## config.mk

```make
export PLATFORM = sky130hd
export DESIGN_NAME = source_byte_tokenizer
export DESIGN_NICKNAME = d
export VERILOG_FILES = /design/src/hw/rtl/sbt_pkg.sv /design/src/hw/rtl/source_byte_tokenizer.sv /design/src/hw/rtl/sbt_scan.sv /design/src/hw/rtl/sbt_token_fifo.sv
export VERILOG_INCLUDE_DIRS = /design/src /design/src/hw/rtl
export SDC_FILE = /design/constraint.sdc
export NUM_CORES = 1
export LEC_CHECK = 0
export ABC_AREA = 1
export BUFFER_PORTS_ARGS = -buffer_cell sky130_fd_sc_hd__buf_2
export CORE_MARGIN = 2
export CORE_UTILIZATION = 29
export CTS_CLUSTER_DIAMETER = 60
export DETAILED_ROUTE_END_ITERATION = 8
export GPL_TIMING_DRIVEN = 0
export PLACE_DENSITY = 0.55
export SLEW_MARGIN = 10
export SYNTH_ARGS = -nofsm -noshare
export SYNTH_HDL_FRONTEND = slang
export SYNTH_SLANG_ARGS = --single-unit
```

## constraint.sdc

```tcl
create_clock -name clk -period 4.2 [get_ports clk]
set_clock_uncertainty 0.05 [all_clocks]
set_input_delay 0.63 -clock clk [delete_from_list [all_inputs] [get_ports clk]]
set_output_delay 0.63 -clock clk [all_outputs]
set_load 0.05 [all_outputs]
```

## src/hw/rtl/assert_macros.svh

```systemverilog
// Assertion helpers shared by the tokenizer modules.
`ifndef ASSERT_MACROS_SVH
`define ASSERT_MACROS_SVH

// Check a property on every rising edge once reset has been released.
`define ASSERT_CLK(lbl, clk, rst_n, prop) \
	lbl: assert property (@(posedge clk) disable iff (!rst_n) (prop)) \
		else $error("tokenizer assertion failed");

// Check that a condition never holds once reset has been released.
`define ASSERT_NEVER(lbl, clk, rst_n, cond) \
	lbl: assert property (@(posedge clk) disable iff (!rst_n) !(cond)) \
		else $error("tokenizer forbidden condition seen");

`endif

```

## src/hw/rtl/sbt_pkg.sv

```systemverilog
package sbt_pkg;

	// Widths of the counters and of the keyword prefix
	localparam int OFFSET_BITS     = 24;
	localparam int KEYWORD_MAX_LEN = 5;
	localparam int KW_BITS         = KEYWORD_MAX_LEN * 8;
	localparam int WIDE_BITS       = (OFFSET_BITS > 24) ? OFFSET_BITS : 24;

	localparam logic [OFFSET_BITS-1:0] OFFSET_LIMIT = '1;
	localparam logic [23:0]            LIMIT24      = '1;
	localparam logic [15:0]            LIMIT16      = '1;

	// Token queue
	localparam int FIFO_DEPTH = 4;
	localparam int PTR_BITS   = $clog2(FIFO_DEPTH);
	localparam int COUNT_BITS = $clog2(FIFO_DEPTH + 1);

	// Token kind codes
	localparam logic [4:0] TK_IDENT    = 5'd0;
	localparam logic [4:0] TK_NUMBER   = 5'd1;
	localparam logic [4:0] TK_STRING   = 5'd2;
	localparam logic [4:0] TK_LPAREN   = 5'd3;
	localparam logic [4:0] TK_RPAREN   = 5'd4;
	localparam logic [4:0] TK_PLUS     = 5'd5;
	localparam logic [4:0] TK_MINUS    = 5'd6;
	localparam logic [4:0] TK_STAR     = 5'd7;
	localparam logic [4:0] TK_SLASH    = 5'd8;
	localparam logic [4:0] TK_ASSIGN   = 5'd9;
	localparam logic [4:0] TK_EQUALS   = 5'd10;
	localparam logic [4:0] TK_SCOPE    = 5'd11;
	localparam logic [4:0] TK_SEMI     = 5'd12;
	localparam logic [4:0] TK_NOTEQ    = 5'd13;
	localparam logic [4:0] TK_KW_INT   = 5'd14;
	localparam logic [4:0] TK_KW_WHILE = 5'd15;
	localparam logic [4:0] TK_EOF      = 5'd16;
	localparam logic [4:0] TK_UNKNOWN  = 5'd17;
	localparam logic [4:0] TK_KW_PROC  = 5'd18;
	localparam logic [4:0] TK_KW_DO    = 5'd19;
	localparam logic [4:0] TK_KW_END   = 5'd20;
	localparam logic [4:0] TK_KW_RET   = 5'd21;
	localparam logic [4:0] TK_KW_DIM   = 5'd22;
	localparam logic [4:0] TK_KW_IF    = 5'd23;
	localparam logic [4:0] TK_KW_ELSE  = 5'd24;

	// Scanner modes
	typedef enum logic [3:0] {
		M_IDLE,
		M_IDENT,
		M_NUMBER,
		M_STRING,
		M_COMMENT,
		M_SLASH,
		M_ASSIGN,
		M_COLON,
		M_BANG
	} mode_t;

	// One result transaction
	typedef struct packed {
		logic [4:0]  kind;
		logic [23:0] start;
		logic [23:0] length;
		logic [23:0] line;
		logic [15:0] column;
		logic [7:0]  odd;
		logic        unterm;
		logic        last;
	} tok_t;

	// Queue writes produced by one scanned item
	typedef struct packed {
		logic first;
		logic second;
	} push_t;

	// Clamp a counter value to the 24-bit result range
	function automatic logic [23:0] sat24(input logic [WIDE_BITS-1:0] v);
		if (v > WIDE_BITS'(LIMIT24)) begin
			return LIMIT24;
		end
		return v[23:0];
	endfunction

endpackage

```

## src/hw/rtl/source_byte_tokenizer.sv

```systemverilog
// Flow: an accepted byte is held in the input register and scanned once the token queue has room;
// the tokens it closes are written into the queue, which offers them in order at the output.
// Throughput: one byte per cycle; the scan runs between the input register and a four-entry
// token queue, and input stalls while that queue holds more than two tokens.
// Reset: asynchronous, active low; clears the scanner to idle, offset 0, line 1, column 1.
module source_byte_tokenizer (
	input  logic        clk,
	input  logic        arst_n,
	input  logic        in_valid,
	output logic        in_stall,
	input  logic [7:0]  source_byte,
	input  logic        end_of_source,
	output logic        out_valid,
	input  logic        out_stall,
	output logic [4:0]  token_kind,
	output logic [23:0] token_start,
	output logic [23:0] token_length,
	output logic [23:0] token_line,
	output logic [15:0] token_column,
	output logic [7:0]  odd_byte,
	output logic        unterminated,
	output logic        last_of_run
);
	import sbt_pkg::*;

	logic       valid_s1;
	logic [7:0] byte_s1;
	logic       end_s1;
	logic       room;
	logic       advance;
	logic       accept;
	push_t      push;
	tok_t       tok_first, tok_second, out_tok;

	assign advance  = valid_s1 && room;
	assign in_stall = valid_s1 && !room;
	assign accept   = in_valid && !in_stall;

	// Input register: take a transaction whenever the register is empty or the held one moves on
	always_ff @(posedge clk or negedge arst_n) begin
		if (!arst_n) begin
			valid_s1 <= 1'b0;
		end else if (accept) begin
			valid_s1 <= 1'b1;
		end else if (advance) begin
			valid_s1 <= 1'b0;
		end
	end

	always_ff @(posedge clk) begin
		if (accept) begin
			byte_s1 <= source_byte;
			end_s1  <= end_of_source;
		end
	end

	sbt_scan u_scan (
		.clk        (clk),
		.arst_n     (arst_n),
		.step       (advance),
		.src_byte   (byte_s1),
		.at_end     (end_s1),
		.push       (push),
		.tok_first  (tok_first),
		.tok_second (tok_second)
	);

	sbt_token_fifo u_fifo (
		.clk        (clk),
		.arst_n     (arst_n),
		.push       (push),
		.tok_first  (tok_first),
		.tok_second (tok_second),
		.room       (room),
		.out_valid  (out_valid),
		.out_stall  (out_stall),
		.out_tok    (out_tok)
	);

	assign token_kind   = out_tok.kind;
	assign token_start  = out_tok.start;
	assign token_length = out_tok.length;
	assign token_line   = out_tok.line;
	assign token_column = out_tok.column;
	assign odd_byte     = out_tok.odd;
	assign unterminated = out_tok.unterm;
	assign last_of_run  = out_tok.last;

endmodule

```

## src/hw/rtl/sbt_scan.sv

```systemverilog
`include "assert_macros.svh"

module sbt_scan (
	input  logic               clk,
	input  logic               arst_n,
	input  logic               step,
	input  logic [7:0]         src_byte,
	input  logic               at_end,
	output sbt_pkg::push_t     push,
	output sbt_pkg::tok_t      tok_first,
	output sbt_pkg::tok_t      tok_second
);
	import sbt_pkg::*;

	localparam logic [7:0] CH_NUL    = 8'h00;
	localparam logic [7:0] CH_HT     = 8'h09;
	localparam logic [7:0] CH_NL     = 8'h0A;
	localparam logic [7:0] CH_CR     = 8'h0D;
	localparam logic [7:0] CH_SPACE  = 8'h20;
	localparam logic [7:0] CH_BANG   = 8'h21;
	localparam logic [7:0] CH_QUOTE  = 8'h22;
	localparam logic [7:0] CH_DOLLAR = 8'h24;
	localparam logic [7:0] CH_LPAREN = 8'h28;
	localparam logic [7:0] CH_RPAREN = 8'h29;
	localparam logic [7:0] CH_STAR   = 8'h2A;
	localparam logic [7:0] CH_PLUS   = 8'h2B;
	localparam logic [7:0] CH_MINUS  = 8'h2D;
	localparam logic [7:0] CH_SLASH  = 8'h2F;
	localparam logic [7:0] CH_D0     = 8'h30;
	localparam logic [7:0] CH_D9     = 8'h39;
	localparam logic [7:0] CH_COLON  = 8'h3A;
	localparam logic [7:0] CH_SEMI   = 8'h3B;
	localparam logic [7:0] CH_EQ     = 8'h3D;
	localparam logic [7:0] CH_UA     = 8'h41;
	localparam logic [7:0] CH_UZ     = 8'h5A;
	localparam logic [7:0] CH_UNDER  = 8'h5F;
	localparam logic [7:0] CH_LA     = 8'h61;
	localparam logic [7:0] CH_LZ     = 8'h7A;

	// Keyword table, text packed first byte highest
	localparam int KW_COUNT = 9;
	localparam logic [KW_BITS-1:0] KW_WORD [KW_COUNT] = '{
		KW_BITS'(64'h70726F63), KW_BITS'(64'h646F), KW_BITS'(64'h656E64),
		KW_BITS'(64'h726574), KW_BITS'(64'h64696D), KW_BITS'(64'h6966),
		KW_BITS'(64'h656C7365), KW_BITS'(64'h496E74), KW_BITS'(64'h7768696C65)
	};
	localparam logic [3:0] KW_LEN [KW_COUNT] = '{
		4'd4, 4'd2, 4'd3, 4'd3, 4'd3, 4'd2, 4'd4, 4'd3, 4'd5
	};
	localparam logic [4:0] KW_KIND [KW_COUNT] = '{
		TK_KW_PROC, TK_KW_DO, TK_KW_END, TK_KW_RET, TK_KW_DIM,
		TK_KW_IF, TK_KW_ELSE, TK_KW_INT, TK_KW_WHILE
	};

	function automatic logic is_space(input logic [7:0] b);
		return (b == CH_SPACE) || (b >= CH_HT && b <= CH_CR);
	endfunction

	function automatic logic is_digit(input logic [7:0] b);
		return b >= CH_D0 && b <= CH_D9;
	endfunction

	function automatic logic is_alpha(input logic [7:0] b);
		return (b >= CH_LA && b <= CH_LZ) || (b >= CH_UA && b <= CH_UZ);
	endfunction

	function automatic logic ident_first(input logic [7:0] b);
		return is_alpha(b) || (b == CH_UNDER);
	endfunction

	function automatic logic ident_later(input logic [7:0] b);
		return is_alpha(b) || is_digit(b) || (b == CH_UNDER) || (b == CH_DOLLAR);
	endfunction

	mode_t                  mode_q, mode_n;
	logic [OFFSET_BITS-1:0] offset_q, begin_q, begin_n;
	logic [23:0]            line_q, bline_q, bline_n;
	logic [15:0]            col_q, bcol_q, bcol_n;
	logic [KW_BITS-1:0]     prefix_q, prefix_n;
	logic                   wide_q, wide_n;
	logic                   done_q, done_n;

	logic [OFFSET_BITS-1:0] offset_inc;
	logic [OFFSET_BITS-1:0] tok_len_raw;
	logic [4:0]             word_kind;
	logic                   consume;

	logic       pa, pa_long, pa_two, pa_unterm;
	logic [4:0] pa_kind;
	logic [7:0] pa_odd;
	logic       pb, pb_eof;
	logic [4:0] pb_kind;
	logic [7:0] pb_odd;
	logic       run_idle;

	tok_t tok_a, tok_b;

	assign offset_inc  = (offset_q == OFFSET_LIMIT) ? offset_q : offset_q + OFFSET_BITS'(1);
	assign tok_len_raw = offset_q - begin_q;

	// Match the held word against the keyword table, first entry wins
	always_comb begin
		word_kind = TK_IDENT;
		if (tok_len_raw <= OFFSET_BITS'(KEYWORD_MAX_LEN) && !wide_q) begin
			for (int i = KW_COUNT - 1; i >= 0; i--) begin
				if (OFFSET_BITS'(KW_LEN[i]) == tok_len_raw && KW_WORD[i] == prefix_q) begin
					word_kind = KW_KIND[i];
				end
			end
		end
	end

	// Next mode and the tokens this transaction closes
	always_comb begin
		mode_n    = mode_q;
		done_n    = done_q;
		begin_n   = begin_q;
		bline_n   = bline_q;
		bcol_n    = bcol_q;
		prefix_n  = prefix_q;
		wide_n    = wide_q;
		consume   = 1'b0;
		pa        = 1'b0;
		pa_long   = 1'b0;
		pa_two    = 1'b0;
		pa_unterm = 1'b0;
		pa_kind   = TK_IDENT;
		pa_odd    = CH_NUL;
		pb        = 1'b0;
		pb_eof    = 1'b0;
		pb_kind   = TK_EOF;
		pb_odd    = CH_NUL;
		run_idle  = 1'b0;

		if (step && at_end) begin
			// close whatever is pending, then report the end
			if (!done_q) begin
				unique case (mode_q)
					M_IDENT: begin
						pa = 1'b1; pa_long = 1'b1; pa_kind = word_kind;
					end
					M_NUMBER: begin
						pa = 1'b1; pa_long = 1'b1; pa_kind = TK_NUMBER;
					end
					M_STRING: begin
						pa = 1'b1; pa_long = 1'b1; pa_kind = TK_STRING; pa_unterm = 1'b1;
					end
					M_SLASH: begin
						pa = 1'b1; pa_kind = TK_SLASH;
					end
					M_ASSIGN: begin
						pa = 1'b1; pa_kind = TK_ASSIGN;
					end
					M_COLON: begin
						pa = 1'b1; pa_kind = TK_UNKNOWN; pa_odd = CH_COLON;
					end
					M_BANG: begin
						pa = 1'b1; pa_kind = TK_UNKNOWN; pa_odd = CH_BANG;
					end
					default: begin
					end
				endcase
			end
			mode_n = M_IDLE;
			pb     = 1'b1;
			pb_eof = 1'b1;
			done_n = 1'b1;
		end else if (step && !done_q) begin
			// continue the pending token or hand the byte to the idle scan
			unique case (mode_q)
				M_IDENT: begin
					if (ident_later(src_byte)) begin
						if (tok_len_raw < OFFSET_BITS'(KEYWORD_MAX_LEN)) begin
							wide_n   = wide_q || (prefix_q[KW_BITS-1 -: 8] != CH_NUL);
							prefix_n = {prefix_q[KW_BITS-9:0], src_byte};
						end
						consume = 1'b1;
					end else begin
						pa = 1'b1; pa_long = 1'b1; pa_kind = word_kind;
						mode_n = M_IDLE; run_idle = 1'b1;
					end
				end
				M_NUMBER: begin
					if (is_digit(src_byte)) begin
						consume = 1'b1;
					end else begin
						pa = 1'b1; pa_long = 1'b1; pa_kind = TK_NUMBER;
						mode_n = M_IDLE; run_idle = 1'b1;
					end
				end
				M_STRING: begin
					if (src_byte == CH_QUOTE) begin
						pa = 1'b1; pa_long = 1'b1; pa_kind = TK_STRING;
						mode_n = M_IDLE;
					end
					consume = 1'b1;
				end
				M_COMMENT: begin
					if (src_byte != CH_NL) begin
						consume = 1'b1;
					end else begin
						mode_n = M_IDLE; run_idle = 1'b1;
					end
				end
				M_SLASH: begin
					if (src_byte == CH_SLASH) begin
						mode_n = M_COMMENT; consume = 1'b1;
					end else begin
						pa = 1'b1; pa_kind = TK_SLASH;
						mode_n = M_IDLE; run_idle = 1'b1;
					end
				end
				M_ASSIGN: begin
					if (src_byte == CH_EQ) begin
						pa = 1'b1; pa_two = 1'b1; pa_kind = TK_EQUALS;
						mode_n = M_IDLE; consume = 1'b1;
					end else begin
						pa = 1'b1; pa_kind = TK_ASSIGN;
						mode_n = M_IDLE; run_idle = 1'b1;
					end
				end
				M_COLON: begin
					if (src_byte == CH_COLON) begin
						pa = 1'b1; pa_two = 1'b1; pa_kind = TK_SCOPE;
						mode_n = M_IDLE; consume = 1'b1;
					end else begin
						pa = 1'b1; pa_kind = TK_UNKNOWN; pa_odd = CH_COLON;
						mode_n = M_IDLE; run_idle = 1'b1;
					end
				end
				M_BANG: begin
					if (src_byte == CH_EQ) begin
						pa = 1'b1; pa_two = 1'b1; pa_kind = TK_NOTEQ;
						mode_n = M_IDLE; consume = 1'b1;
					end else begin
						pa = 1'b1; pa_kind = TK_UNKNOWN; pa_odd = CH_BANG;
						mode_n = M_IDLE; run_idle = 1'b1;
					end
				end
				default: begin
					run_idle = 1'b1;
				end
			endcase

			// scan a byte between tokens
			if (run_idle) begin
				if (is_space(src_byte)) begin
					consume = 1'b1;
				end else if (src_byte == CH_NUL) begin
					pb = 1'b1; pb_eof = 1'b1; done_n = 1'b1;
				end else begin
					begin_n = offset_q;
					bline_n = line_q;
					bcol_n  = col_q;
					consume = 1'b1;
					if (ident_first(src_byte)) begin
						prefix_n = KW_BITS'(src_byte);
						wide_n   = 1'b0;
						mode_n   = M_IDENT;
					end else if (is_digit(src_byte)) begin
						mode_n = M_NUMBER;
					end else begin
						unique case (src_byte)
							CH_QUOTE: begin
								begin_n = offset_inc; mode_n = M_STRING;
							end
							CH_SLASH:  mode_n = M_SLASH;
							CH_EQ:     mode_n = M_ASSIGN;
							CH_COLON:  mode_n = M_COLON;
							CH_BANG:   mode_n = M_BANG;
							CH_LPAREN: begin pb = 1'b1; pb_kind = TK_LPAREN; end
							CH_RPAREN: begin pb = 1'b1; pb_kind = TK_RPAREN; end
							CH_PLUS:   begin pb = 1'b1; pb_kind = TK_PLUS; end
							CH_MINUS:  begin pb = 1'b1; pb_kind = TK_MINUS; end
							CH_STAR:   begin pb = 1'b1; pb_kind = TK_STAR; end
							CH_SEMI:   begin pb = 1'b1; pb_kind = TK_SEMI; end
							default: begin
								pb = 1'b1; pb_kind = TK_UNKNOWN; pb_odd = src_byte;
							end
						endcase
					end
				end
			end
		end
	end

	// Build the pending token and the token at the current position
	always_comb begin
		tok_a.kind   = pa_kind;
		tok_a.start  = sat24(WIDE_BITS'(begin_q));
		tok_a.length = pa_long ? sat24(WIDE_BITS'(tok_len_raw)) : (pa_two ? 24'd2 : 24'd1);
		tok_a.line   = bline_q;
		tok_a.column = bcol_q;
		tok_a.odd    = pa_odd;
		tok_a.unterm = pa_unterm;
		tok_a.last   = !pb;

		tok_b.kind   = pb_kind;
		tok_b.start  = sat24(WIDE_BITS'(offset_q));
		tok_b.length = pb_eof ? 24'd0 : 24'd1;
		tok_b.line   = line_q;
		tok_b.column = col_q;
		tok_b.odd    = pb_odd;
		tok_b.unterm = 1'b0;
		tok_b.last   = 1'b1;
	end

	// Pack the tokens in order: the pending one goes first
	assign push.first  = pa || pb;
	assign push.second = pa && pb;
	assign tok_first   = pa ? tok_a : tok_b;
	assign tok_second  = tok_b;

	// Hold scanner state and advance the position counters
	always_ff @(posedge clk or negedge arst_n) begin
		if (!arst_n) begin
			mode_q   <= M_IDLE;
			done_q   <= 1'b0;
			offset_q <= '0;
			line_q   <= 24'd1;
			col_q    <= 16'd1;
			begin_q  <= '0;
			bline_q  <= 24'd1;
			bcol_q   <= 16'd1;
			prefix_q <= '0;
			wide_q   <= 1'b0;
		end else begin
			mode_q   <= mode_n;
			done_q   <= done_n;
			begin_q  <= begin_n;
			bline_q  <= bline_n;
			bcol_q   <= bcol_n;
			prefix_q <= prefix_n;
			wide_q   <= wide_n;
			if (consume) begin
				offset_q <= offset_inc;
				if (src_byte == CH_NL) begin
					if (line_q != LIMIT24) begin
						line_q <= line_q + 24'd1;
					end
					col_q <= 16'd1;
				end else if (col_q != LIMIT16) begin
					col_q <= col_q + 16'd1;
				end
			end
		end
	end

	`ASSERT_CLK(a_done_idle, clk, arst_n, done_q |-> mode_q == M_IDLE)
	`ASSERT_CLK(a_done_sticks, clk, arst_n, $past(done_q) |-> done_q)
	`ASSERT_NEVER(a_second_alone, clk, arst_n, push.second && !push.first)
	`ASSERT_NEVER(a_pos_zero, clk, arst_n, line_q == 24'd0 || col_q == 16'd0)

endmodule

```

## src/hw/rtl/sbt_token_fifo.sv

```systemverilog
`include "assert_macros.svh"

module sbt_token_fifo (
	input  logic           clk,
	input  logic           arst_n,
	input  sbt_pkg::push_t push,
	input  sbt_pkg::tok_t  tok_first,
	input  sbt_pkg::tok_t  tok_second,
	output logic           room,
	output logic           out_valid,
	input  logic           out_stall,
	output sbt_pkg::tok_t  out_tok
);
	import sbt_pkg::*;

	tok_t                  mem_q [FIFO_DEPTH];
	logic [PTR_BITS-1:0]   wr_ptr_q, rd_ptr_q;
	logic [COUNT_BITS-1:0] count_q;
	logic                  pop;

	assign out_valid = count_q != '0;
	assign out_tok   = mem_q[rd_ptr_q];
	assign pop       = out_valid && !out_stall;
	assign room      = count_q <= COUNT_BITS'(FIFO_DEPTH - 2);

	// Store up to two tokens per cycle in order
	always_ff @(posedge clk) begin
		if (push.first) begin
			mem_q[wr_ptr_q] <= tok_first;
		end
		if (push.second) begin
			mem_q[wr_ptr_q + PTR_BITS'(1)] <= tok_second;
		end
	end

	// Advance pointers and occupancy
	always_ff @(posedge clk or negedge arst_n) begin
		if (!arst_n) begin
			wr_ptr_q <= '0;
			rd_ptr_q <= '0;
			count_q  <= '0;
		end else begin
			wr_ptr_q <= wr_ptr_q + PTR_BITS'(push.first) + PTR_BITS'(push.second);
			if (pop) begin
				rd_ptr_q <= rd_ptr_q + PTR_BITS'(1);
			end
			count_q <= count_q + COUNT_BITS'(push.first) + COUNT_BITS'(push.second)
				- COUNT_BITS'(pop);
		end
	end

	`ASSERT_CLK(a_count_bound, clk, arst_n, count_q <= COUNT_BITS'(FIFO_DEPTH))
	`ASSERT_NEVER(a_overfill, clk, arst_n, push.first && !room)
	`ASSERT_CLK(a_pop_drains, clk, arst_n,
		(pop && !push.first) |=> count_q == $past(count_q) - COUNT_BITS'(1))

endmodule
```

# Yosys cells after proc, flatten, opt, wreduce, memory -nomap -nowiden
# Memories as Yosys holds them, arrays and structs flattened.
# Index checks and enable logic that the tools add are counted.
[totals]
reg_bits = 191
ram_bits = 412
wordCells = 295
memories = 1
[mem_list]
columns = ["memory", "words", "word_bits", "rd", "rd_ports_with_merged_regs", "wr", "line", "source"]
rows = [
  ["u_fifo.mem_q", 4, 103, 1, 0, 2, "sbt_token_fifo.sv:16", "tok_t mem_q [FIFO_DEPTH];"],
]
[classes]
add_sub_neg = 11
n_lt_le_gt_ge = 14
eq_ne = 41
muxes = 154
bitwise_logic = 3
n_reduce_logical = 55
[op_table]
columns = ["operator", "n"]
rows = [
  ["2-to-1 mux 40 bit", 7],
  ["2-to-1 mux 24 bit", 11],
  ["equality test 23 x 40 -> 1 bit (first input constant)", 4],
  ["2-to-1 mux 5 bit", 21],
  ["equality test 8 x 6 -> 1 bit (second input constant)", 13],
  ["2-to-1 mux 103 bit", 1],
  ["2-to-1 mux 8 bit", 11],
  ["equality test 15 x 40 -> 1 bit (first input constant)", 2],
  ["equality test 31 x 40 -> 1 bit (first input constant)", 2],
  ["greater-than comparator 24 bit (second input constant)", 3],
  ["one-hot mux 5 bit (7 select lines)", 2],
  ["2-to-1 mux 1 bit", 69],
  ["2-to-1 mux 4 bit", 14],
  ["adder 24 x 1 -> 24 bit (second input constant)", 2],
  ["equality test 2 x 24 -> 1 bit (first input constant)", 2],
  ["equality test 3 x 24 -> 1 bit (first input constant)", 2],
  ["equality test 39 x 40 -> 1 bit (first input constant)", 1],
  ["2-to-1 mux 16 bit", 2],
  ["one-hot mux 5 bit (6 select lines)", 1],
  ["equality test 24 bit (second input constant)", 1],
  ["<= comparator 24 x 3 -> 1 bit (second input constant)", 1],
  ["< comparator 24 x 3 -> 1 bit (second input constant)", 1],
  ["!= test 24 bit (second input constant)", 1],
  ["one-hot mux 4 bit (6 select lines)", 1],
  ["other kinds (49)", 103],
]

# Depth between registers and ports, before layout
[depth]
word_depth = 18
mapped_depth = 26
depth_no_buf = 26

# Modules after synthesis
# A second synthesis with hierarchy kept.
[unflattened]
cells_unflattened = 4373
area_unflattened_um2 = 34297.9
[by_module_without_submodules]
columns = ["mod", "n_inst", "cells_each", "area_each_um2"]
rows = [
  ["sbt_token_fifo", 1, 2369, 20988.9],
  ["sbt_scan", 1, 1986, 12973.7],
  ["source_byte_tokenizer", 1, 18, 335.3],
]

# Least setup slack after synthesis
# Ideal clock, no wire load.
[synth_path]
path_type = "register to register"
startpoint = "register u_fifo.count_q[1]"
endpoint = "memory u_fifo.mem_q[3][100] (netlist bit), enable pin"
setup_time_ps = 438
t_arrival_ps = 4009
required_ps = 3712
slack_ps = -297
path_stages_with_launch = 19
synth_period_minus_slack_ps = 4497
cell_sequence = "dfrtp_1 > inv_1 > ha_1 > inv_1 > a21oi_1 > inv_1 > nor2_2 > inv_2 > nor2_8 > inv_2 > nor2_2 > o21ai_2 > nand2_4 > inv_2 > nand3_4 > nand2_2 > buf_6 > buf_2 > nand2_1"
[synth_rtl]
columns = ["item", "line", "source"]
rows = [
  ["start: declaration", "sbt_token_fifo.sv:18", "logic [COUNT_BITS-1:0] count_q;"],
  ["start signal: assignment", "sbt_token_fifo.sv:47", "count_q <= count_q + COUNT_BITS'(push.first) + COUNT_BITS'(push.second)"],
  ["end: declaration", "sbt_token_fifo.sv:16", ""],
]

# Final worst setup path
[layout_path]
startpoint = "register u_fifo.rd_ptr_q[0]"
endpoint = "output token_line[23]"
[layout_via]
elab_chain_len = 1
[layout_rtl]
columns = ["item", "line", "source"]
rows = [
  ["start: declaration", "sbt_token_fifo.sv:17", "logic [PTR_BITS-1:0] wr_ptr_q, rd_ptr_q;"],
  ["start signal: assignment", "sbt_token_fifo.sv:45", "rd_ptr_q <= rd_ptr_q + PTR_BITS'(1);"],
  ["memory read (4 x 103 bit)", "-", ""],
  ["end: declaration", "source_byte_tokenizer.sv:18", "output logic [23:0] token_line,"],
]
# No other way between the ends.

==> implementation parameters <==
Parameter                              Value

Outcome
  Run status ... complete, but fails checks
  Failing checks ... setup timing

Die
  Area of the die ... 0.116 mm^2
  Die outline height ... 340 um
  Starting Density ... 0.292
  Die X ... 340 um
  Core region area ... 0.112 mm^2
  I/O pins ... 118
  Cell Rows ... 123

Pwr
  Peak supply drop ... 0.744 mV
  Net Switching ... 12.1 mW
  Combinational group share of total power ... 0.439
  Clock power share ... 0.264
  Overall power consumption ... 25.6 mW
  Int Pwr ... 13.5 mW
  Switching part of the total ... 0.472
  Power density cells ... 669 mW/mm^2
  Static Leakage ... 15.2 nW
  Share of total power in sequential cells ... 0.297

Yosys
  Synthesis Warnings ... 0
  Mapped Area ... 0.0328 mm^2
  Gate Count Post-Synth ... 4,132
  Net Count, Synth ... 4,177
  Mean area per synthesized cell ... 7.93 um^2
  Distinct cells, synth ... 66
  Fraction of registers with async set/reset ... 0.302
  Most common flop cell mapped by yosys ... sky130_fd_sc_hd__edfxtp_1
  Sequential element share of the synthesized area ... 0.495
  Post-synthesis register bit count ... 603
  Number of enable flip-flop cells after synthesis ... 321

Worst setup path
  R2R Path End ... u_fifo.mem_q[3][50]$_DFFE_PP_
  Slowest cell on crit path ... sky130_fd_sc_hd__dfrtp_2
  Critical Path Source Type ... flop
  Worst path most repeated cell ... sky130_fd_sc_hd__clkbuf_2
  Cell family with the largest share of critical-path delay ... buffers and inverters
  Maximum fanout count along the critical path ... 11
  Number of buffer and inverter instances along the worst setup path ... 4
  Beginning of the critical path ... u_fifo.rd_ptr_q[0]$_DFFE_PN0P_
  Data required time of the critical path ... 3.52 ns
  Critical-path cell list ... clkinv_1 -> clkbuf_2 -> clkbuf_2 -> nor2_1 -> o22ai_1 -> buf_2
  FF-to-FF setup slack ... 0.12 ns
  Data arrival time of the worst path ... 3.54 ns
  End of the critical path ... token_line[23]
  FF-to-FF Start ... byte_s1[7]$_DFFE_PP_
  Slowest Stage Delay on Critical Path ... 0.61 ns
  Kind of end point of the critical path ... output port
  Crit path depth ... 6
  R2R depth ... 15
  Crit path kind ... reg -> out

Timing
  Setup ws final ... -0.0175 ns
  Count of final max-slew check failures ... 0
  Relative slew slack ... 0.321
  Slew @ Worst Pin ... 1.01 ns
  Final setup violation count ... 1
  Crit share post-route ... 1.00
  Count of endpoints failing hold in the final timing report ... 0
  Highest attainable clock frequency ... 0.237 GHz
  Setup repair after global routing missed its margin ... false
  Hold Slack ... 0.0995 ns
  Total negative slack ... -0.0175 ns
  Min Clock Period, post-route ... 4.22 ns

Placement
  Total placed instance area ... 0.0354 mm^2
  Number of placed instances with taps included ... 5,751
  Buffers added on ports ... 117
  Routability congestion estimate ... 0.928
  Detailed Place HPWL ... 88,200 um
  Post-Place Worst Slack ... -0.660 ns

Detailed routing
  Routed vias ... 30,800
  Post-detailed-route DRC marker count ... 0
  Vias per std cell ... 5.22
  Routed length per instance ... 21.6 um
  Routed Wire Length ... 128,000 um
  Number of violations reported at the end of detailed-routing iteration 0 ... 3,999
  DR pass1 iterations ... 6
  Antenna Violating Nets Remaining ... 0

Layout
  Share of post-route cells with drive strength above 1 ... 0.110
  Total inserted antenna cells ... 0
  Finished Core Util ... 0.340
  Layout overhead on the synthesized area ... 16.7%
  Fill count ... 11,900
  Non-filler cells in the finished layout ... 5,903
  Final net count ... 4,383
  Post-route standard cell area excluding fillers ... 0.0382 mm^2

GRT
  Antenna violations before repair ... 3
  Number of global-route vias before repair ... 29,000
  Maximum number of pins on one net before global-route repair ... 98
  All-Layer GR Usage ... 0.213
  Leftover overflow at the end of global routing ... 0
  First-pass GRT wire length ... 187,000 um

CTS
  Clk Latency, worst-skew pair ... 0.67 ns
  Number of buffers between clock root and the deepest sink ... 3
  Cell at the root of the clock tree ... sky130_fd_sc_hd__clkbuf_16
  Number of H-tree branching levels ... 3
  TritonCTS clock tree ... yes
  Worst-path clk slew ... 0.06 ns
  Clk sink count ... 603
  Cts bufs inserted ... 77

Hold path
  Path type of the worst min-delay path ... in -> reg

Run
  Max cap viols ... 0
==> layout by cell type, fill, tap and decap left out, types with 10 or more instances in the layout <==
master / count
sky130_fd_sc_hd__ha_1: 28
sky130_fd_sc_hd__inv_2: 26
sky130_fd_sc_hd__nor4_1: 27
sky130_fd_sc_hd__nor2_2: 11
sky130_fd_sc_hd__o211ai_1: 12
sky130_fd_sc_hd__nor3_1: 53
sky130_fd_sc_hd__o21ai_1: 206
sky130_fd_sc_hd__nand2_8: 12
sky130_fd_sc_hd__o21ai_0: 525
sky130_fd_sc_hd__clkbuf_2: 20
sky130_fd_sc_hd__clkbuf_16: 80
sky130_fd_sc_hd__nand4_1: 53
sky130_fd_sc_hd__nor2_1: 512
sky130_fd_sc_hd__xor2_1: 52
sky130_fd_sc_hd__a21oi_1: 106
sky130_fd_sc_hd__inv_1: 314
sky130_fd_sc_hd__clkinv_1: 18
sky130_fd_sc_hd__buf_6: 11
sky130_fd_sc_hd__nand2_4: 10
sky130_fd_sc_hd__nand2_1: 932
sky130_fd_sc_hd__dfxtp_1: 100
sky130_fd_sc_hd__dfrtp_1: 177
sky130_fd_sc_hd__nand3_1: 159
sky130_fd_sc_hd__clkbuf_1: 123
sky130_fd_sc_hd__edfxtp_1: 321
sky130_fd_sc_hd__o22ai_1: 153
sky130_fd_sc_hd__buf_2: 201
==> power groups by stage <==
stage / registers (mW) / clock network, mW / logic [mW]
global route: 7.67 / 7.03 / 11.9
floorplan: 7.52 / 0 / 7.22
global placement: 7.67 / 0 / 10.9
detailed placement: 7.64 / 0 / 11.0
finish: 7.60 / 6.76 / 11.2
CTS: 7.57 / 6.79 / 11.0
==> what timing repair did <==
action / in CTS / in global routing
gates cloned: 3 / 5
setup buffers: 1 / 1
endpoints found under the setup margin: 394 / 446
pin swaps: 3 / 3
resized for setup: 21 / 47
endpoints found under the hold margin: 37 / 0
hold buffers: 1 / 0
==> Yosys cell counts (9+ instances only) <==
| cell type | number | area (um^2) |
|---|---|---|
| sky130_fd_sc_hd__a21oi_1 | 106 | 531 |
| sky130_fd_sc_hd__buf_2 | 85 | 425 |
| sky130_fd_sc_hd__buf_6 | 11 | 124 |
| sky130_fd_sc_hd__clkbuf_1 | 121 | 454 |
| sky130_fd_sc_hd__clkinv_1 | 15 | 56.3 |
| sky130_fd_sc_hd__dfrtp_1 | 178 | 4450 |
| sky130_fd_sc_hd__dfxtp_1 | 100 | 2000 |
| sky130_fd_sc_hd__edfxtp_1 | 321 | 9640 |
| sky130_fd_sc_hd__ha_1 | 28 | 350 |
| sky130_fd_sc_hd__inv_1 | 315 | 1180 |
| sky130_fd_sc_hd__inv_2 | 26 | 97.6 |
| sky130_fd_sc_hd__nand2_1 | 940 | 3530 |
| sky130_fd_sc_hd__nand2_4 | 9 | 101 |
| sky130_fd_sc_hd__nand3_1 | 160 | 801 |
| sky130_fd_sc_hd__nand4_1 | 53 | 332 |
| sky130_fd_sc_hd__nor2_1 | 517 | 1940 |
| sky130_fd_sc_hd__nor2_2 | 9 | 56.3 |
| sky130_fd_sc_hd__nor3_1 | 53 | 265 |
| sky130_fd_sc_hd__nor4_1 | 27 | 169 |
| sky130_fd_sc_hd__o211ai_1 | 12 | 90.1 |
| sky130_fd_sc_hd__o21ai_0 | 525 | 2630 |
| sky130_fd_sc_hd__o21ai_1 | 206 | 1030 |
| sky130_fd_sc_hd__o22ai_1 | 161 | 1010 |
| sky130_fd_sc_hd__xor2_1 | 54 | 473 |
==> worst min path at each step <==
stage	startpoint	endpoint	slack, ns	depth (start not counted)
6_report	source_byte[5]	byte_s1[5]$_DFFE_PP_	0.1	1
5_1_grt	end_of_source	end_s1$_DFFE_PP_	0.08	1
4_1_cts	source_byte[5]	byte_s1[5]$_DFFE_PP_	0.08	1
3_5_place_dp	u_fifo.mem_q[1][0]$_SDFFE_PP1P_	u_fifo.mem_q[1][0]$_SDFFE_PP1P_	0.40	2
3_3_place_gp	u_fifo.mem_q[1][73]$_SDFFE_PP0P_	u_fifo.mem_q[1][73]$_SDFFE_PP0P_	0.40	2
2_1_floorplan	arst_n	u_fifo.count_q[0]$_DFF_PN0_	0.28	0
==> kinds of logic (layout without fill, tap and decap cells) <==
logic type	after synthesis	count (layout)	share of synthesized area
and+or+nand+nor	1817	1825	0.235
xor gates and xnor gates	57	57	0.0152
muxes	1	1	0.000306
DFF	603	603	0.495
buffers and inverters	586	849	0.0736
adders and majority gates	32	32	0.0131
AOI/OAI and AO/OA	1036	1036	0.169
==> flip-flops by register name (all words and copies together) (netlist names) <==
signal / cells
u_scan.col_q: 16
u_fifo.mem_q: 412
u_scan.offset_q: 24
u_scan.prefix_q: 40
u_fifo.wr_ptr_q: 2
byte_s1: 8
valid_s1: 1
u_scan.mode_q: 4
u_fifo.rd_ptr_q: 2
end_s1: 1
u_scan.line_q: 24
u_scan.wide_q: 1
u_scan.bcol_q: 16
u_fifo.count_q: 3
u_scan.begin_q: 24
u_scan.bline_q: 24
u_scan.done_q: 1
==> final cells by class <==
| cell class | count | area (um^2) | share of cell area |
|---|---|---|---|
| flip-flops and latches | 603 | 16200 | 0.424 |
| multi-input cells | 2951 | 14500 | 0.379 |
| clock buffers | 114 | 2210 | 0.0578 |
| well taps | 1500 | 1880 | 0.0491 |
| inverters | 360 | 1370 | 0.0358 |
| plain buffers | 223 | 1070 | 0.0280 |
| repair buffers | 122 | 676 | 0.0177 |
| clock inverters | 30 | 357 | 0.00933 |
==> routing by layer <==
layer	GRT usage	part of all wire	up-vias
li1	-	-	14400
met1	0.294	0.43	14800
met2	0.330	0.44	1412
met3	0.0445	0.092	214
met4	0.0725	0.033	2
met5	0	0.00010	-
==> worst register-to-register path: stages (launching register included) <==
cell and delay [ns]:
sky130_fd_sc_hd__edfxtp_1 0.45, sky130_fd_sc_hd__nor2_2 0.17, sky130_fd_sc_hd__inv_2 0.08, sky130_fd_sc_hd__nor3_4 0.19, sky130_fd_sc_hd__nand3_2 0.35, sky130_fd_sc_hd__inv_2 0.38, sky130_fd_sc_hd__nor3_1 0.10, sky130_fd_sc_hd__nand2_1 0.13
sky130_fd_sc_hd__nor2_1 0.12, sky130_fd_sc_hd__nand3_4 0.13, sky130_fd_sc_hd__nand2_4 0.07, sky130_fd_sc_hd__nand2_8 0.14, sky130_fd_sc_hd__nor2_8 0.07, sky130_fd_sc_hd__inv_2 0.24, sky130_fd_sc_hd__buf_2 0.70, sky130_fd_sc_hd__nand2_8 0.36
(Power assumes the default switching activity.)
